--- config.mk ---
export PLATFORM = sky130hd
export DESIGN_NAME = salru_lookup
export DESIGN_NICKNAME = d
export VERILOG_FILES = /design/src/rtl/core/salru_lookup.sv
export SDC_FILE = /design/constraint.sdc
export NUM_CORES = 1
export LEC_CHECK = 0
export ABC_AREA = 1
export BUFFER_PORTS_ARGS = -buffer_cell sky130_fd_sc_hd__buf_4
export CORE_AREA = 2 2 110 112
export DETAILED_ROUTE_END_ITERATION = 10
export DIE_AREA = 0 0 112 114
export GPL_TIMING_DRIVEN = 1
export PLACE_DENSITY = 0.78
export SLEW_MARGIN = 20
export SYNTH_ARGS = -nofsm -noshare
export SYNTH_HDL_FRONTEND = slang
export SYNTH_SLANG_ARGS = --single-unit
--- constraint.sdc ---
create_clock -name vclk -period 9.6
set_clock_uncertainty 0.2 [all_clocks]
set_input_delay 1.92 -clock vclk [all_inputs]
set_output_delay 1.92 -clock vclk [all_outputs]
set_load 0.1 [all_outputs]
--- src/rtl/core/salru_lookup.sv ---
// Tag compare, matrix LRU victim pick and set state update for one request.
module salru_lookup #(
    parameter int unsigned MAX_WAYS = 8,
    parameter int unsigned TAG_W    = 14,
    parameter int unsigned WAY_W    = 3
) (
    input  logic [TAG_W-1:0]                   i_tag,
    input  logic [MAX_WAYS-1:0]                i_ways_mask,
    input  logic [MAX_WAYS-1:0]                i_vld,
    input  logic [MAX_WAYS-1:0][MAX_WAYS-1:0]  i_lru,
    input  logic [MAX_WAYS-1:0][TAG_W-1:0]     i_tags,
    output logic                               o_hit,
    output logic [WAY_W-1:0]                   o_way,
    output logic [MAX_WAYS-1:0]                o_vld,
    output logic [MAX_WAYS-1:0][MAX_WAYS-1:0]  o_lru
);

    logic [WAY_W-1:0] hit_way;
    logic [WAY_W-1:0] victim_way;

    always_comb begin
        o_hit      = 1'b0;
        hit_way    = '0;
        victim_way = '0;
        // Walk downward so the lowest matching way wins.
        for (int i = MAX_WAYS - 1; i >= 0; i--) begin
            if (i_ways_mask[i] && i_vld[i] && (i_tags[i] == i_tag)) begin
                o_hit   = 1'b1;
                hit_way = WAY_W'(i);
            end
            if (i_ways_mask[i] && ((i_lru[i] & i_ways_mask) == '0)) begin
                victim_way = WAY_W'(i);
            end
        end
        o_way = o_hit ? hit_way : victim_way;

        // The used way becomes most recent: its row goes to ones, then its column clears.
        o_lru        = i_lru;
        o_lru[o_way] = i_lru[o_way] | i_ways_mask;
        for (int i = 0; i < MAX_WAYS; i++) begin
            if (i_ways_mask[i]) begin
                o_lru[i][o_way] = 1'b0;
            end
        end

        o_vld        = i_vld;
        o_vld[o_way] = 1'b1;
    end

endmodule

# Word-level counts from Yosys, hierarchy flattened
# Index checks and enable logic that the tools add are counted.
op_classes:
  bitwise_logic: 19
  magnitude_cmp: 2
  mux: 40
  n_reduce_logical: 33
  n_eq_ne: 8
ops:
  columns: ["operator", "n"]
  rows:
  - ["bitwise AND 8 bit", 16]
  - ["== test 14 bit", 8]
  - ["two-way mux 8 bit", 10]
  - ["bitwise mux 64 bit", 1]
  - ["zero test 8 bit", 8]
  - ["two-way mux 3 bit", 17]
  - ["logical AND 1 bit", 25]
  - ["binary-select mux 8 bit (select 3 bit)", 1]
  - ["demux 8 bit (select 3 bit)", 1]
  - ["bitwise OR 8 bit", 2]
  - ["two-way mux 1 bit", 9]
  - ["inverter 8 bit", 1]
  - ["< comparator 3 x 4 -> 1 bit, second input constant", 1]
  - ["demux 1 bit (select 3 bit)", 1]
  - [">= comparator 3 x 1 -> 1 bit, second input constant", 1]
totals:
  ff_bits: 0
  wordCells: 102
  input_bits: 206

# Longest topological paths before layout
# Gate-level depths: netlist of the first run.
depth:
  word_depth: 19
  mapped_depth: 23

# Worst setup path before layout of the first run
# No wires, ideal clock.
synth_path:
  kind: "in2out"
  startpoint: "input port i_tag[12]"
  endpoint: "output port o_lru[38] in the netlist's numbering"
  path_buffers: 2
  required_time_ns: 7.480
  arrival_time_ns: 5.199
  slack_ns: 2.281
  stages: 22
  cell_sequence: "buf_2 > inv_1 > nand2_1 > nand2_1 > nor2_1 > nand2_1 > nor2_1 > nand2_1 > nand2_2 > nor2_4 > nand2_1 > nand2_1 > inv_2 > nand2_4 > inv_2 > buf_6 > nand3_1 > nand2_1 > nor2_1 > nand3_2 > nor2_1 > nor2_1"
synth_rtl:
  columns: ["element", "line", "text"]
  rows:
  - ["start, declared", "7", "input logic [TAG_W-1:0] i_tag,"]
  - ["end, declared", "15", "output logic [MAX_WAYS-1:0][MAX_WAYS-1:0] o_lru"]

==> results of run 1 <==
-- metrics by stage --
stage          area, um2  hold slack [ns]  total power [mW]  setup WS, ns  cells
4_1_cts             6910             4.07             0.623          2.14   1490
3_3_place_gp        6910             4.06             0.622          2.15   1490
3_5_place_dp        6910             4.06             0.622          2.16   1490
5_1_grt             6910             4.08             0.661          1.83   1490
2_1_floorplan       4880             4.01             0.435          2.28   1104
6_report            6910             4.06             0.633          2.01   1490
-- metal layers --
layer | track usage, % | vias up | routed length, um
li1 | - | 3856 | -
met5 | 0 | - | 14
met4 | 20.6 | 2 | 1740
met2 | 65.9 | 622 | 11900
met1 | 45.6 | 3406 | 9250
met3 | 6.64 | 122 | 3100
-- final timing paths --
check,startpoint,endpoint,slack [ns],cells after the start
setup / recovery,i_tag[12],o_lru[52],2.01,21
hold / removal,i_lru[63],o_lru[63],4.06,4
-- tightest hold or removal path, delay by kind of cell --
family / cells / cell delay, ns
buf+inv: 3 / 0.38
simple gates: 1 / 0.03
-- power by group --
part | leakage, nW | switching (mW) | total (mW) | internal, mW
Clock | 0 | 0 | 0 | 0
Combinational | 4.34 | 0.467 | 0.633 | 0.166
Sequential | 0 | 0 | 0 | 0
-- cells in the final DEF (no fill, tap or decap), drive strengths merged --
master,synthesis,final
o22ai,43,43
xnor2,12,12
buf,42,284
nand3b,1,1
a21oi,7,7
a22oi,2,2
nand4,28,28
nor2,197,197
o21ai,32,32
o211ai,2,2
nand3,77,77
or2,8,8
nand2b,1,1
inv,166,166
nand2,481,481
a21boi,1,1
clkinv,1,1
-- cell families (layout without fill, tap and decap cells) --
logic type	after synthesis	count (layout)	synth area share [%]
buffers and inverters	212	451	18.6
AO/OA/AOI/OAI	87	87	10.4
XOR/XNOR	12	12	2.15
AND/OR/NAND/NOR	793	793	68.8
-- area by class of cell --
type | instances | area [um2]
timing repair buffer | 284 | 2130
tap | 147 | 184
fill | 1302 | 4800
multi-input combinational | 892 | 3970
inverter | 167 | 627
==> impl_metrics.csv, run 1 <==
group,metric,value,unit
place,port_bufs,282,
sta,final_max_slew_viol_count,0,
critical_path,cp_common_cell,"sky130_fd_sc_hd__nand2_1",
critical_path,worstPathBufferInverterCount,6,
job,max_cap_violations,0,
power_and_ir_drop,p_leak,4.34,nW
sta,timing.fmax,132,MHz
die,placement_row_count,40,
logic_synthesis,mappedNetlistArea,4880,um2
hold_path,hold_path.class,"input port to primary output",
critical_path,timing.critical_path.cells,"buf_4 > inv_1 > nand2_1 > nand2_1 > nor2_1 > nand2_1 > nor2_1 > nand2_1 > nand2_2 > nor2_4 > nand2_4 > nor2_4 > nand2_4 > nand2_4 > nor2_1 > inv_2 > o22ai_1 > inv_1 > nand2_1 > inv_1 > buf_4",
route,drt_first_iter_violations,1023,
critical_path,cp-start-kind,"input port",
sta,max_slew.worst_pin.slew,1.08,ns
die,core-area,11700,um2
final_layout,fin_nets,1551,
clock_tree,hold_bufs_inserted_after_cts,0,
sta,grt_setup_unrepaired,"no",
global_route,grt_overflow,0,
logic_synthesis,synth.top_cell.area_share,35.8,%
critical_path,timing.critical_path.slowest_cell_delay,0.92,ns
global_route,grt_pass1_vias,7268,
logic_synthesis,synth_commonest_cells,"sky130_fd_sc_hd__nand2_1 (466), sky130_fd_sc_hd__nor2_1 (182), sky130_fd_sc_hd__inv_1 (145)",
power_and_ir_drop,vdd.ir_drop.worst,0.115,mV
place,hpwl,21400,um
die,initial_core_util,41.7,%
sta,finalWorstPathRequiredPeriod,7.59,ns
logic_synthesis,synthMostInstantiatedCell,"sky130_fd_sc_hd__nand2_1",
route,wirelength,26000,um
sta,setup_viol_count_final,0,
run_status,result_of_the_run,"finished clean",
final_layout,number_of_diodes_added_for_antenna_fixing,0,
sta,worst_slew_margin_rel,28.1,%
die,total_die_area,12800,um2
logic_synthesis,synth_nets,1310,
clock_tree,cts_setup_buffers,0,
critical_path,cp_data_required_time,7.48,ns
power_and_ir_drop,cellPowerDensity,91.6,nW/um2
final_layout,clkbuf_count,0,
logic_synthesis,ys.warnings.count,0,
global_route,grt_use_total,38.3,%
final_layout,register_area,0,um2
final_layout,flops_and_latches,0,
final_layout,post-route-util,59.0,%
sta,final_sum_of_negative_setup_slack,0,ns
logic_synthesis,synth_top_area_cell,"sky130_fd_sc_hd__nand2_1",
logic_synthesis,synth.top_cells.by_area,"sky130_fd_sc_hd__nand2_1 (36%), sky130_fd_sc_hd__nor2_1 (14%), sky130_fd_sc_hd__inv_1 (11%)",
route,num_vias,8008,
critical_path,crit_path_end_kind,"primary output",
critical_path,worst-endpoint-arrival,5.47,ns
global_route,pin_count_of_the_biggest_net_entering_global_routing,38,
route,post-route-drc-count,0,
logic_synthesis,synth_cell_types,31,
die,die_h,114,um
route,drtAntennaViolNets,0,
sta,layout_worst_path_cycle_share,79.1,%
critical_path,worst_path_top_cell_family_by_delay,"simple AND/OR/NAND/NOR gates",
logic_synthesis,syn_inst,1104,
route,routed_via_density,5.37,
final_layout,post_route_cells_drive_above_1_share,26.1,%
die,io_pins,282,
sta,final_hold_viol_count,0,
route,drt_first_pass_iters,8,
logic_synthesis,post_synth.cell_area_avg,4.42,um2
logic_synthesis,synth.yosys.seq_area_share,0,%
clock_tree,ctsResizeCount,0,
global_route,antenna_found_initial,1,
critical_path,timing_worst_setup_path_type,"input port to primary output",
critical_path,slowest_stage,"sky130_fd_sc_hd__nor2_1",
final_layout,area_growth_syn_to_layout,41.7,%
global_route,grt_first_pass_wirelength,39100,um
critical_path,critical_path_peak_fanout,37,
die,die_x,112,um
route,routed_wire_length_per_instance,17.4,um
place,place.gp.congestion,0.984,
Power figures use the tool's default switching activity.
==> run 2, diff against run 1 <==
Settings changed: CORE_AREA 2 2 110 112 to 2 2 108 110, DIE_AREA 0 0 112 114 to 0 0 110 112, PLACE_DENSITY 0.78 to 0.8.
Clock period 9.6 ns to 7.5 ns, I/O delays scaled along.
==> impl_metrics.csv, run 2 (synthesis results as in run 1) <==
group,metric,value,unit
route,routed_wire_length_per_instance,17.5,um
critical_path,worst-endpoint-arrival,5.00,ns
sta,final_sum_of_negative_setup_slack,0,ns
sta,final_max_slew_viol_count,0,
die,placement_row_count,39,
job,max_cap_violations,0,
final_layout,register_area,0,um2
die,core-area,11200,um2
final_layout,area_growth_syn_to_layout,42.0,%
critical_path,timing_worst_setup_path_type,"input port to primary output",
critical_path,cp-start-kind,"input port",
route,wirelength,26000,um
critical_path,critical_path_peak_fanout,25,
place,hpwl,21500,um
sta,timing.fmax,149,MHz
clock_tree,ctsResizeCount,0,
place,postPlaceCellArea,6930,um2
global_route,grt_first_pass_wirelength,39600,um
global_route,pin_count_of_the_biggest_net_entering_global_routing,38,
power_and_ir_drop,cellPowerDensity,117,nW/um2
power_and_ir_drop,p_leak,4.36,nW
clock_tree,hold_bufs_inserted_after_cts,0,
die,die_x,110,um
route,drtAntennaViolNets,0,
die,total_die_area,12300,um2
route,routed_via_density,5.37,
sta,fin_ws,0.797,ns
global_route,grt_overflow,0,
hold_path,hold_path.class,"input port to primary output",
place,port_bufs,282,
die,initial_core_util,43.7,%
final_layout,fin_nets,1554,
run_status,result_of_the_run,"finished clean",
die,io_pins,282,
sta,setup_viol_count_final,0,
clock_tree,cts_setup_buffers,0,
sta,finalWorstPathRequiredPeriod,6.70,ns
final_layout,most-common-layout-cells,"sky130_fd_sc_hd__nand2_1 (466), sky130_fd_sc_hd__buf_4 (287), sky130_fd_sc_hd__nor2_1 (182)",
die,die_h,112,um
route,num_vias,7995,
power_and_ir_drop,total_design_power,813,uW
power_and_ir_drop,vdd.ir_drop.worst,0.176,mV
sta,grt_setup_unrepaired,"no",
sta,final_hold_viol_count,0,
final_layout,commonest_non_fill_non_tap_cell_in_the_layout,"sky130_fd_sc_hd__nand2_1",
final_layout,stdcell_area,6930,um2
global_route,grt_use_total,41.3,%
critical_path,cp_data_required_time,5.80,ns
final_layout,number_of_diodes_added_for_antenna_fixing,0,
route,drt_first_iter_violations,1076,
place,place.gp.congestion,1.05,
route,drt_first_pass_iters,8,
final_layout,clkbuf_count,0,
final_layout,fill_cells,1182,
route,post-route-drc-count,0,
sta,hold-worst-slack,3.22,ns
sta,worst_slew_margin_rel,32.9,%
global_route,antenna_found_initial,0,
final_layout,flops_and_latches,0,
sta,layout_worst_path_cycle_share,89.4,%
place,dpl_worst_slack,0.945,ns
final_layout,post_route_cells_drive_above_1_share,26.2,%
global_route,grt_pass1_vias,7452,
sta,max_slew.worst_pin.slew,1.00,ns
critical_path,crit_path_end_kind,"primary output",
-- run 2: cell count changes in the layout (fill, tap and decap cells not counted) --
cell,previous run,this run
sky130_fd_sc_hd__buf_4,284,287
-- run 2: metrics by stage --
stage	util, %	cells
after floorplan	-	1104
after global routing	62.0	1489
after detailed placement	62.0	1489
after CTS	62.0	1489
final	62.0	1489
after global placement	62.0	1489
-- run 2: final cells by class --
cell class | instances | area (um2) | area share, %
Tap cell | 143 | 179 | 2.58
Multi-Input combinational cell | 892 | 3970 | 57.3
Inverter | 167 | 627 | 9.04
Timing Repair Buffer | 287 | 2150 | 31.1
-- run 2: path summary, 6_finish.rpt --
kind,startpoint,to,cells after the start
worst max-delay path,i_tag[2],o_lru[51],21
worst min-delay path,i_lru[9],o_lru[9],4
-- run 2: critical path, stage by stage --
cell and delay [ns]:
sky130_fd_sc_hd__buf_4 0.16, sky130_fd_sc_hd__inv_2 0.18, sky130_fd_sc_hd__nand2_1 0.08, sky130_fd_sc_hd__nand2_1 0.07, sky130_fd_sc_hd__nor2_1 0.04, sky130_fd_sc_hd__nand2_1 0.12
sky130_fd_sc_hd__nor2_1 0.06, sky130_fd_sc_hd__nand2_1 0.13, sky130_fd_sc_hd__nand2_2 0.11, sky130_fd_sc_hd__nor2_4 0.17, sky130_fd_sc_hd__nand2_4 0.10, sky130_fd_sc_hd__nand2_1 0.09
sky130_fd_sc_hd__nor2_2 0.05, sky130_fd_sc_hd__nor2_4 0.50, sky130_fd_sc_hd__nand2_1 0.54, sky130_fd_sc_hd__inv_1 0.48, sky130_fd_sc_hd__o22ai_1 0.12, sky130_fd_sc_hd__inv_1 0.07
sky130_fd_sc_hd__nand2_1 0.09, sky130_fd_sc_hd__inv_1 0.06, sky130_fd_sc_hd__buf_4 0.28
-- run 2: routing by layer --
layer,wire length (um),track usage [%]
met1,8870,45.5
met2,12000,69.8
met5,0,0
met4,1790,23.3
met3,3320,11.9
-- run 2: power by group --
part | switching (mW) | total [mW] | internal (mW)
logic | 0.598 | 0.813 | 0.214
registers | 0 | 0 | 0
clock network | 0 | 0 | 0
total | 0.598 | 0.813 | 0.214
==> run 3, diff against run 2 <==
Settings changed: RECOVER_POWER from default to 25.
==> impl_metrics.csv, run 3 (synthesis results as in run 1) <==
group,metric,value,unit
sta,max_slew.worst_pin.slew,1.30,ns
power_and_ir_drop,total_design_power,807,uW
global_route,grt_first_pass_wirelength,39600,um
global_route,grt_pass1_vias,7452,
route,drt_first_pass_iters,9,
power_and_ir_drop,p_leak,4.33,nW
critical_path,cp_data_required_time,5.80,ns
die,initial_core_util,43.7,%
critical_path,cp-startpoint,"i_tag[2]",
global_route,grt_use_total,41.3,%
critical_path,worst-endpoint-arrival,5.16,ns
final_layout,flops_and_latches,0,
final_layout,number_of_diodes_added_for_antenna_fixing,0,
final_layout,clkbuf_count,0,
die,core-area,11200,um2
power_and_ir_drop,vdd.ir_drop.worst,0.169,mV
sta,final_sum_of_negative_setup_slack,0,ns
job,max_cap_violations,0,
sta,worst_slew_margin_rel,13.4,%
final_layout,commonest_non_fill_non_tap_cell_in_the_layout,"sky130_fd_sc_hd__nand2_1",
critical_path,cp-start-kind,"input port",
route,num_vias,7960,
die,placement_row_count,39,
die,io_pins,282,
route,post-route-drc-count,0,
die,total_die_area,12300,um2
sta,timing.fmax,146,MHz
global_route,pin_count_of_the_biggest_net_entering_global_routing,38,
route,drt_first_iter_violations,1084,
route,routed_wire_length_per_instance,17.4,um
sta,hold-worst-slack,3.22,ns
final_layout,area_growth_syn_to_layout,41.1,%
final_layout,fin_nets,1554,
sta,final_hold_viol_count,0,
critical_path,crit_path_end_kind,"primary output",
hold_path,hold_path.class,"input port to primary output",
clock_tree,cts_setup_buffers,0,
route,routed_via_density,5.35,
die,die_h,112,um
final_layout,register_area,0,um2
place,place.gp.congestion,1.05,
global_route,antenna_found_initial,0,
sta,finalWorstPathRequiredPeriod,6.86,ns
critical_path,critical_path_peak_fanout,37,
clock_tree,ctsResizeCount,0,
place,hpwl,21500,um
final_layout,most-common-layout-cells,"sky130_fd_sc_hd__nand2_1 (468), sky130_fd_sc_hd__buf_4 (278), sky130_fd_sc_hd__nor2_1 (184)",
sta,layout_worst_path_cycle_share,91.4,%
critical_path,endpoint,"o_lru[1]",
place,port_bufs,282,
route,wirelength,25900,um
global_route,grt_overflow,0,
final_layout,post_route_cells_drive_above_1_share,25.4,%
critical_path,timing_worst_setup_path_type,"input port to primary output",
run_status,result_of_the_run,"finished clean",
die,die_x,110,um
sta,final_max_slew_viol_count,0,
clock_tree,hold_bufs_inserted_after_cts,0,
route,drtAntennaViolNets,0,
sta,setup_viol_count_final,0,
sta,grt_setup_unrepaired,"no",
power_and_ir_drop,cellPowerDensity,117,nW/um2
-- run 3: cell count changes in the layout (fill, tap and decap cells not counted), sizes merged --
cell and delta:
clkbuf +9, buf -9
-- run 3: worst min-delay path by stage --
stage / from / to / depth (start not counted)
after floorplan: i_lru[63] / o_lru[63] / 2
after global routing: i_lru[63] / o_lru[63] / 4
after global placement: i_lru[9] / o_lru[9] / 4
final: i_lru[9] / o_lru[9] / 4
after detailed placement: i_lru[9] / o_lru[9] / 4
after CTS: i_lru[9] / o_lru[9] / 4
-- run 3: cell type report --
| class | instances | area [um2] |
|---|---|---|
| Timing Repair Buffer | 287 | 2120 |
| Fill cell | 1195 | 4290 |
| Multi-Input combinational cell | 892 | 3960 |
| Tap cell | 143 | 179 |
| Inverter | 167 | 627 |
-- run 3: layer usage --
layer / vias up / track usage, % / wire length [um]
li1: 3860 / - / -
met3: 135 / 11.9 / 3260
met5: - / 0 / 0
met1: 3384 / 45.5 / 8850
met4: 0 / 23.3 / 1790
met2: 581 / 69.8 / 12000
-- run 3: worst max-delay path, cell delays in order --
cell and delay (ns):
sky130_fd_sc_hd__buf_4 0.16, sky130_fd_sc_hd__inv_2 0.18, sky130_fd_sc_hd__nand2_1 0.08, sky130_fd_sc_hd__nand2_1 0.07, sky130_fd_sc_hd__nor2_1 0.04, sky130_fd_sc_hd__nand2_1 0.12, sky130_fd_sc_hd__nor2_1 0.06, sky130_fd_sc_hd__nand2_1 0.13
sky130_fd_sc_hd__nand2_2 0.11, sky130_fd_sc_hd__nor2_4 0.17, sky130_fd_sc_hd__nand2_4 0.10, sky130_fd_sc_hd__nand3_4 0.16, sky130_fd_sc_hd__nand2_4 0.27, sky130_fd_sc_hd__nor2_1 0.94, sky130_fd_sc_hd__inv_2 0.37, sky130_fd_sc_hd__o211ai_1 0.20
sky130_fd_sc_hd__nand2_1 0.10, sky130_fd_sc_hd__clkbuf_2 0.38
-- run 3: power breakdown --
group / leakage, nW / switching, mW / internal [mW]
clock network: 0 / 0 / 0
logic: 4.33 / 0.597 / 0.210
registers: 0 / 0 / 0
-- run 3: through the flow --
stage | cell area [um2] | setup slack (ns) | std cells | util (%)
after global placement | 6930 | 0.891 | 1489 | 62.0
final | 6890 | 0.642 | 1489 | 61.6
after floorplan | 4880 | 1.02 | 1104 | -
after global routing | 6890 | 0.465 | 1489 | 61.6
after CTS | 6930 | 0.952 | 1489 | 62.0
after detailed placement | 6930 | 0.945 | 1489 | 62.0
